--- src/rtl/wdc_pkg.sv ---
// shared types and constants for the wake density pipeline
// no dependencies; every other rtl file imports this package
package wdc_pkg;

  localparam logic [31:0] ONE_Q16 = 32'h0001_0000;
  localparam logic [45:0] SHIFT_CAP = 46'h3FFF_FFFF_FFFF;

  typedef enum logic [1:0] {
    REGION_NONE   = 2'd0,
    REGION_SPHERE = 2'd1,
    REGION_CONE   = 2'd2
  } region_t;

  typedef enum logic [2:0] {
    REG_MACH  = 3'd0,
    REG_SOUND = 3'd1,
    REG_TIME  = 3'd2,
    REG_GRAV  = 3'd3,
    REG_MASS  = 3'd4
  } reg_idx_t;

  // the Mach number and values derived from the configuration registers
  typedef struct packed {
    logic [31:0]  mach;
    logic [63:0]  ctime;
    logic [63:0]  msq;
    logic [63:0]  cs2;
    logic [63:0]  gm;
    logic [45:0]  vq;
    logic [127:0] ctsq;
  } consts_t;

  typedef struct packed {
    logic         v;
    logic [127:0] arg;
    logic         argpos;
    region_t      region;
  } root_in_t;

  typedef struct packed {
    logic        v;
    logic [63:0] root;
    logic        argpos;
    region_t     region;
  } root_out_t;

  typedef struct packed {
    logic        v;
    logic [31:0] density;
    region_t     region;
    logic        sat;
  } result_t;

endpackage

--- src/rtl/wdc_outq.sv ---
// two-entry output queue; holds the pipeline while both entries are full
// depends on wdc_pkg
module wdc_outq (
  input  logic             clk,
  input  logic             rst,
  input  wdc_pkg::result_t i,
  output logic             adv,
  output logic             out_valid,
  input  logic             out_stall,
  output logic [31:0]      density_factor,
  output logic [1:0]       region,
  output logic             saturated
);
  import wdc_pkg::*;

  logic [1:0]  count;
  logic        head, tail;
  logic [34:0] mem [0:1];
  logic        push, pop;

  assign adv       = count != 2'd2;
  assign push      = i.v && adv;
  assign out_valid = count != 2'd0;
  assign pop       = out_valid && !out_stall;

  assign density_factor = mem[head][34:3];
  assign region         = mem[head][2:1];
  assign saturated      = mem[head][0];

  always_ff @(posedge clk) begin
    if (rst) begin
      count <= 2'd0;
      head  <= 1'b0;
      tail  <= 1'b0;
    end else begin
      count <= count + {1'b0, push} - {1'b0, pop};
      if (push) begin
        tail <= ~tail;
      end
      if (pop) begin
        head <= ~head;
      end
    end
  end

  always_ff @(posedge clk) begin
    if (push) begin
      mem[tail] <= {i.density, i.region, i.sat};
    end
  end

endmodule

--- config.mk ---
export PLATFORM = sky130hd
export DESIGN_NAME = wdc_outq
export DESIGN_NICKNAME = d
export VERILOG_FILES = /design/src/rtl/wdc_pkg.sv /design/src/rtl/wdc_outq.sv
export SDC_FILE = /design/constraint.sdc
export NUM_CORES = 1
export LEC_CHECK = 0
export ABC_AREA = 0
export BUFFER_PORTS_ARGS = -buffer_cell sky130_fd_sc_hd__clkbuf_2
export CAP_MARGIN = 15
export CORE_MARGIN = 4
export CORE_UTILIZATION = 55
export DETAILED_ROUTE_END_ITERATION = 8
export PLACE_DENSITY = 0.95
export SYNTH_ARGS = -nofsm -noshare
export SYNTH_HDL_FRONTEND = slang
export SYNTH_SLANG_ARGS = --single-unit
--- constraint.sdc ---
create_clock -name clk -period 3.9 [get_ports clk]
set_clock_uncertainty 0.1 [all_clocks]
set_input_delay 0.195 -clock clk [delete_from_list [all_inputs] [get_ports clk]]
set_output_delay 0.195 -clock clk [all_outputs]
set_load 0.01 [all_outputs]
==> results of run 1 <==
==> worst min path at each step <==
stage / slack, ps / endpoint / from / depth (start not counted)
CTS: 100 / register / out_stall / 3
floorplan: 160 / register / rst / 1
finish: 130 / register / out_stall / 3
global route: 120 / register / out_stall / 3
global placement: 280 / mem[0][25] / i[25] / 1
detailed placement: 290 / mem[0][6] / i[6] / 1
==> registers in the layout, summed over array words and instances, names as in the netlist, named ones only <==
| register | count |
|---|---|
| mem | 70 |
| count | 2 |
| head | 1 |
| tail | 1 |
==> power groups by stage <==
| stage | logic (mW) | clock network [mW] | registers [mW] |
|---|---|---|---|
| finish | 0.539 | 0.635 | 1.05 |
| global route | 0.583 | 0.677 | 1.07 |
| CTS | 0.537 | 0.642 | 1.06 |
| detailed placement | 0.504 | 0 | 1.07 |
| global placement | 0.494 | 0 | 1.06 |
| floorplan | 0.335 | 0 | 1.06 |
==> stage by stage <==
stage               hold slack (ps)  utilization, %  power (mW)
floorplan                       164               -        1.40
global placement                285            66.9        1.56
detailed placement              288            66.9        1.58
CTS                             103            79.0        2.23
global route                    124            79.0        2.33
finish                          130            79.0        2.23
==> layer usage <==
layer,up-vias,global-route usage [%],wire length (um)
met5,-,0,0
met4,0,9.45,133
met3,13,4.76,324
met2,62,32.8,2760
met1,758,19.9,2000
li1,764,-,-
==> placed cells by master (no fill, tap or decap) <==
cell	n
bufinv_16	2
clkinv_1	1
or3_1	1
and3_2	1
buf_4	1
nor2_4	1
a21oi_1	2
o21ai_0	1
edfxtp_1	70
nand2_1	1
clkinv_2	3
dlygate4sd3_1	36
nor2b_1	2
dfxtp_1	5
clkbuf_2	75
xor2_1	1
xnor2_1	1
inv_1	2
mux2_2	36
clkbuf_8	10
ha_1	2
nor2_1	4
nand2b_1	1
==> area by class of cell <==
cell class              instances  share of cell area [%]
repair buffers                112                    19.7
inverters                       2                   0.199
clock buffers                  10                    3.64
well taps                      67                    2.22
multi-input cells              54                    13.9
flip-flops and latches         75                    58.3
clock inverters                 6                    2.09
==> cells by family after synthesis <==
kind of cell | after synthesis | synth area share [%]
mux | 36 | 14.7
fa+ha+maj | 2 | 0.905
flops | 75 | 79.6
xor+xnor | 2 | 0.634
compound gates | 3 | 0.543
simple gates | 11 | 1.95
buf+inv | 6 | 1.67
==> timing repair <==
action | CTS | global route
endpoints found under the hold margin | 72 | 0
hold buffers | 36 | 0
resized for setup | 0 | 0
==> worst max-delay path, cell delays in order (launching register included) <==
cell	delay, ps
dfxtp_1	370
nand2b_1	180
nand2_1	160
nor2_4	790
==> results.cfg, run 1 <==
[status]
run_status = complete, no violations

[timing]
setup-violations-final = 0
fin_tns_setup_ps = 0
slew_headroom_pct = 32.3
fin_crit_sh_pct = 51.3
period_minus_slack_ps = 2000
fin_ws_ps = 1900
rsz0062_at_grt = false
finalMaxSlewViolations = 0
fmax_mhz = 500
finalHoldViolations = 0
worstMarginPinSlew_ps = 1010

[power_and_ir_drop]
peakVddDrop_mv = 0.471
p_sw_share_pct = 26.0
p_int_mw = 1.65
p_seq_share_pct = 47.3
p_comb_share_pct = 24.2
switchingPower_mw = 0.580
static-leakage-power_nw = 1.48
power_density_nw_per_um2 = 590
power_frac_clock_pct = 28.5

[clock_network]
tritoncts = yes
postCtsSetupRepairBufs = 0
cts_buffer_depth = 2
clockRootBuffer = clkbuf_8
clk_latency_ps = 330
h-tree-depth = 3
numClockSinks = 75
clk_pin_slew_ps = 70
cts_buffers = 9

[finish]
antennaDiodeCount = 0
final_cells = 326
regArea_um2 = 2200
stdcell_area_um2 = 3780
syn_to_final_growth_pct = 36.7
fin_nets = 295
drive_above_1_share_pct = 49.8
multi_input_area_um2 = 526
fill_cells = 259

[worst_setup_path]
crit_required_ps = 3750
r2r_start = count[0]
crit_end = mem[0][3]
r2r_slack_ps = 1900
worstPathMaxFanout = 35
worst_r2r_endpoint = mem[0][3]
crit_type = reg -> reg
crit_start = count[0]
ff2ff_path_depth = 3
cp_data_arrival_time_ps = 1850
critPathLaunchType = register
cp-end-kind = register

[global_routing]
grt_max_degree = 36
grt_overflow = 0
track_usage_pct = 18.3
grt_pass1_vias = 1769
antenna_found_initial = 0
grt_pass1_wl_mm = 8.38

[place]
post-place-ws_ps = 1930
postPlaceCellArea_um2 = 3200
dp_hpwl_mm = 2.98
dp.cells = 274
portBuffers = 75
gp_congestion = 0.662

[detailed_routing]
vias = 1597
drc_errors = 0
drt_wl_total_mm = 5.22
wire_per_inst_um = 16.0
viasPerCell = 4.90
postRouteAntennaNets = 0
dr.pass1.iters = 4
drt_iter0_markers = 95

[min_path]
min_path_type = in -> reg

[synth]
ys_top_cells_by_area = edfxtp_1 76%, mux2_2 15%, dfxtp_1 3.6%, buf_6 1.2%, ha_1 0.90%
yosysSeqAreaShare_pct = 79.6
syn_nets = 176
synth_enable_flop_cells = 70
ys_async_sr_fraction_pct = 0
avgSynthCellArea_um2 = 20.5
yosysUniqueCellTypes = 17
synthFlopType = edfxtp_1
syn_area_um2 = 2770
synthCells = 135
synth_top_area_cell = edfxtp_1
ys_warn_count = 0
post-synth-top-count-cell = edfxtp_1
synth_common_cells = 70 x edfxtp_1, 36 x mux2_2, 5 x dfxtp_1, 5 x nor2_1, 3 x buf_6
yosys.area.top_type_share_pct = 76.0
ys_ff_latch = 75

[die]
dieArea_um2 = 6230
io_pins = 76
dieWidth_um = 78.9
initial_utilization_pct = 57.8
rows = 25
die_h_um = 78.9
coreArea_um2 = 4790

[flow_run]
drv_cap = 0
No activity file was read; power rests on OpenSTA's default activity.
==> run 2: changes to the inputs <==
--- a/config.mk
+++ b/config.mk
@@ -9,9 +9,9 @@
 export BUFFER_PORTS_ARGS = -buffer_cell sky130_fd_sc_hd__clkbuf_2
 export CAP_MARGIN = 15
 export CORE_MARGIN = 4
-export CORE_UTILIZATION = 55
+export CORE_UTILIZATION = 51
 export DETAILED_ROUTE_END_ITERATION = 8
-export PLACE_DENSITY = 0.95
+export PLACE_DENSITY = 0.9
 export SYNTH_ARGS = -nofsm -noshare
 export SYNTH_HDL_FRONTEND = slang
 export SYNTH_SLANG_ARGS = --single-unit
==> constraint.sdc (replaced) <==
create_clock -name clk -period 2.1 [get_ports clk]
set_clock_uncertainty 0.1 [all_clocks]
set_input_delay 0.105 -clock clk [delete_from_list [all_inputs] [get_ports clk]]
set_output_delay 0.105 -clock clk [all_outputs]
set_load 0.01 [all_outputs]
==> run 2 against run 1 <==
Clock power is 42% higher; design area hardly changed; routed wire length is 0.34% lower; die area is 7.0% higher; maximum frequency is 12% higher; hold slack worse by 110 ps; setup slack worse by 1600 ps; flip-flop and latch count stayed put; sequential power is 86% higher.
==> results.cfg, run 2 (synthesis results as in run 1) <==
[finish]
final_common_cell = clkbuf_2
multi_input_area_um2 = 526
fill_cells = 323
syn_to_final_growth_pct = 36.5
final_cells = 335
max_flop_register = mem
antennaDiodeCount = 0
regArea_um2 = 2200
largest_reg_flops = 70
final_cell_mix = 75 x clkbuf_2, 70 x edfxtp_1, 37 x dlygate4sd3_1
post-route-util_pct = 73.0
stdcell_area_um2 = 3770
drive_above_1_share_pct = 50.2
biggestRegsByFlops = mem (70), count (2)
fin_nets = 301

[status]
run_status = complete, no violations

[detailed_routing]
postRouteAntennaNets = 0
wire_per_inst_um = 15.5
drt_wl_total_mm = 5.20
dr.pass1.iters = 4
drt_iter0_markers = 69
highest_layer = met4
vias = 1598
wl_met2_mm = 2.85
viasPerCell = 4.77
route.met3.wl_um = 273
wirelength_met1_mm = 1.99
drc_errors = 0

[worst_setup_path]
cp-end-kind = register
crit_top_cell = ha_1
critPathSlowestCell = dfxtp_1
worstPathMaxFanout = 3
worstPathCellList = nand2b_1 -> nand2_1 -> ha_1 -> inv_1 -> ha_1 -> xor2_1 -> xnor2_1 -> nor2_1
crit_required_ps = 2220
cp_data_arrival_time_ps = 1910
ff2ff_path_depth = 8
critPathLaunchType = register
crit_type = reg -> reg
slowest_delay_ps = 360

[flow_run]
drv_cap = 0

[timing]
hold_ws_ps = 24.3
slew_headroom_pct = 80.3
fin_crit_sh_pct = 84.9
finalMaxSlewViolations = 0
rsz0062_at_grt = false
setup-violations-final = 0
finalHoldViolations = 0
fin_tns_setup_ps = 0
worstMarginPinSlew_ps = 295
period_minus_slack_ps = 1780
fmax_mhz = 561

[place]
postPlaceCellArea_um2 = 3240
gp_congestion = 0.684
dp_hpwl_mm = 3.31
dp.cells = 282
portBuffers = 75

[global_routing]
track_usage_pct = 16.7
grt_overflow = 0
grt_pass1_wl_mm = 7.97
antenna_found_initial = 0
grt_pass1_vias = 1741
grt_max_degree = 23

[power_and_ir_drop]
p_sw_share_pct = 27.4
peakVddDrop_mv = 0.563
p_seq_share_pct = 50.3
p_comb_share_pct = 26.5
switchingPower_mw = 1.07
power_frac_clock_pct = 23.2
power_density_nw_per_um2 = 1030
p_int_mw = 2.82
static-leakage-power_nw = 1.48

[min_path]
min_path_type = in -> reg
hold_depth = 3

[clock_network]
cts_buffer_depth = 2
numClockSinks = 75
tritoncts = yes
clk_pin_slew_ps = 70
clk_latency_ps = 330
h-tree-depth = 3
clockRootBuffer = clkbuf_8
postCtsSetupRepairBufs = 0
cts_buffers = 9

[die]
coreArea_um2 = 5170
die_h_um = 81.6
initial_utilization_pct = 53.5
dieWidth_um = 81.6
rows = 26
dieArea_um2 = 6660
io_pins = 76
==> run 2: changes by cell type in the layout (fill, tap and decap cells not counted), sizes merged <==
cell	delta
buf	+5
bufinv	-2
clkinvlp	+2
clkbuf	+1
clkinv	-1
dlygate4sd3	+1
==> run 2: worst paths after layout <==
check,start,end,slack [ps]
worst min-delay path,out_stall,register,20
worst max register to register,count[0],count[1],320
worst max-delay path,count[0],count[1],320
worst min register to register,head,register,450
==> run 2: worst max-delay path: cells and delay by family, from the launching register on <==
| family | cells | cell delay [ps] |
|---|---|---|
| XOR/XNOR | 2 | 340 |
| flip-flops | 1 | 360 |
| adder cells (fa/ha/maj) | 2 | 490 |
| buffers and inverters | 1 | 40 |
| AND/OR/NAND/NOR | 3 | 350 |
==> run 2: final cells by class <==
type / instances / area share (%)
multi-input combinational: 54 / 13.9
clock buffer: 11 / 3.48
clock inverter: 5 / 0.795
tap: 70 / 2.32
inverter: 2 / 0.199
timing repair buffer: 118 / 20.9
sequential: 75 / 58.3
==> run 2: timing repair <==
item                                    4_1_cts  5_1_grt
endpoints found under the setup margin        0        0
hold buffers                                 37        0
endpoints found under the hold margin        74        0
resized for setup                             0        0
==> run 2: per-stage QoR <==
step           total power, mW  worst slack (ps)
6_report                  3.89               317
5_1_grt                   4.11               185
4_1_cts                   3.93               310
3_5_place_dp              2.96               328
3_3_place_gp              2.92               463
2_1_floorplan             2.59              39.0
==> run 2: power by group through the flow <==
stage | Clock, mW | Combinational [mW] | Sequential [mW]
4_1_cts | 0.931 | 1.04 | 1.96
6_report | 0.903 | 1.03 | 1.95
2_1_floorplan | 0 | 0.624 | 1.97
3_5_place_dp | 0 | 0.974 | 1.99
3_3_place_gp | 0 | 0.950 | 1.97
5_1_grt | 1.01 | 1.12 | 1.97
==> run 2: routing by layer <==
layer	vias up	track usage [%]
met3	10	3.95
met4	0	7.48
li1	768	-
met2	49	30.9
met1	771	18.1
met5	-	0
==> run 3: changes to the inputs <==
==> constraint.sdc (replaced) <==
create_clock -name clk -period 1.85 [get_ports clk]
set_clock_uncertainty 0.1 [all_clocks]
set_input_delay 0.0925 -clock clk [delete_from_list [all_inputs] [get_ports clk]]
set_output_delay 0.0925 -clock clk [all_outputs]
set_load 0.01 [all_outputs]
==> run 3 against run 2 <==
Sequential share of layout area decreased by 0.097 points; combinational power increased by 13%; via count increased by 2.4%; non-clock buffer count unchanged; largest power group unchanged; die area unchanged; final cell count unchanged; clock power increased by 16%; design area increased by 0.17%; global-route usage about the same; register-to-register slack got worse by 170 ps; hold slack improved by 20 ps; setup slack got worse by 170 ps.
==> results.cfg, run 3 (synthesis results as in run 1) <==
[worst_setup_path]
crit_top_cell = ha_1
worstPathCellList = nand2b_1 -> nand2_2 -> ha_1 -> inv_1 -> ha_1 -> xor2_1 -> xnor2_1 -> nor2_1
critPathSlowestCell = dfxtp_1
crit_type = reg -> reg
cp_data_arrival_time_ps = 1830
cp-end-kind = register
worstPathMaxFanout = 3
slowest_delay_ps = 350
critPathLaunchType = register
crit_required_ps = 1980

[clock_network]
cts_buffer_depth = 2
clk_latency_ps = 330
numClockSinks = 75
postCtsSetupRepairBufs = 0
clk_pin_slew_ps = 70
cts_buffers = 9
h-tree-depth = 3
tritoncts = yes
clockRootBuffer = clkbuf_8

[power_and_ir_drop]
static-leakage-power_nw = 1.47
power_density_nw_per_um2 = 1170
peakVddDrop_mv = 0.977

[status]
run_status = complete, no violations

[detailed_routing]
drc_errors = 0
wire_per_inst_um = 15.5
drt_wl_total_mm = 5.21
dr.pass1.iters = 4
viasPerCell = 4.89
drt_iter0_markers = 115
vias = 1637
postRouteAntennaNets = 0

[finish]
final_cell_mix = 75 x clkbuf_2, 70 x edfxtp_1, 37 x dlygate4sd3_1
syn_to_final_growth_pct = 36.7
largest_reg_flops = 70
antennaDiodeCount = 0
fin_nets = 301
final_common_cell = clkbuf_2
biggestRegsByFlops = mem (70), count (2)
drive_above_1_share_pct = 49.8
max_flop_register = mem

[place]
dp_hpwl_mm = 3.32
gp_congestion = 0.682
post-place-ws_ps = 144
portBuffers = 75

[die]
dieArea_um2 = 6660
die_h_um = 81.6
initial_utilization_pct = 53.5
rows = 26
coreArea_um2 = 5170
dieWidth_um = 81.6
io_pins = 76

[global_routing]
grt_overflow = 0
grt_max_degree = 26
grt_pass1_vias = 1715
grt_pass1_wl_mm = 7.88
antenna_found_initial = 0
track_usage_pct = 16.8

[timing]
fin_crit_sh_pct = 92.0
setup-violations-final = 0
finalMaxSlewViolations = 0
fin_ws_ps = 147
fin_tns_setup_ps = 0
worstMarginPinSlew_ps = 339
rsz0062_at_grt = false
slew_headroom_pct = 77.4
fmax_mhz = 587
period_minus_slack_ps = 1700
finalHoldViolations = 0

[flow_run]
drv_cap = 0

[min_path]
min_path_type = in -> reg
## run 3: cell types whose count changed in the layout (fill, tap and decap cells not counted)
| cell | previous run | this run |
|---|---|---|
| clkbuf_1 | 2 | 4 |
| clkbuf_8 | 9 | 10 |
| clkinv_2 | 3 | 1 |
| clkinvlp_4 | 2 | 1 |
| nand2_1 | 1 | 0 |
| nand2_2 | 0 | 1 |
## run 3: where the power goes
part	leakage [nW]	internal (mW)	switching [mW]
Clock	0.0807	0.524	0.527
Sequential	0.695	2.15	0.0704
Combinational	0.699	0.566	0.591
Total	1.47	3.24	1.19
## run 3: worst paths after layout
path	start	to	slack (ps)	depth (start not counted)
worst max-delay path	count[0]	count[1]	150	8
worst min-delay path	i[35]	tail	40	3
worst max register to register	count[0]	count[1]	150	8
worst min register to register	head	register	430	2
## run 3: per-layer routing
metal,up-vias,GRT usage [%],part of all wire [%]
li1,776,-,-
met1,782,17.8,39
met2,65,30.3,52
met3,14,3.18,5.8
met4,0,10.8,3.2
met5,-,0,0
## run 3: cell type report
type	instances	area [um^2]
Sequential cell	75	2200
Timing Repair Buffer	118	791
Fill cell	318	1390
Clock buffer	14	153
Multi-Input combinational cell	54	528
Inverter	2	7.51
Tap cell	70	87.6
Clock inverter	2	12.5
## run 3: per-stage QoR
| step | cell area [um^2] | hold WS, ps | cells | util, % | total power, mW |
|---|---|---|---|---|---|
| after floorplan | 2770 | 61.6 | 135 | - | 2.95 |
| after global placement | 3240 | 182 | 282 | 62.7 | 3.32 |
| after detailed placement | 3240 | 186 | 282 | 62.7 | 3.36 |
| after CTS | 3780 | 100 | 335 | 73.1 | 4.46 |
| after global routing | 3780 | 52.0 | 335 | 73.1 | 4.66 |
| final | 3780 | 44.5 | 335 | 73.1 | 4.43 |
## run 3: repair_timing
item | 4_1_cts | 5_1_grt
hold endpoints to repair | 74 | 0
endpoints found under the setup margin | 0 | 1
gates resized for setup | 0 | 1
hold buffers | 37 | 0
## run 3: critical path, delay by kind of cell (launching register included)
kind | cells | cell delay (ps)
AND/OR/NAND/NOR | 3 | 360
adder cells (fa/ha/maj) | 2 | 460
buffers and inverters | 1 | 40
flip-flops | 1 | 350
XOR/XNOR | 2 | 300
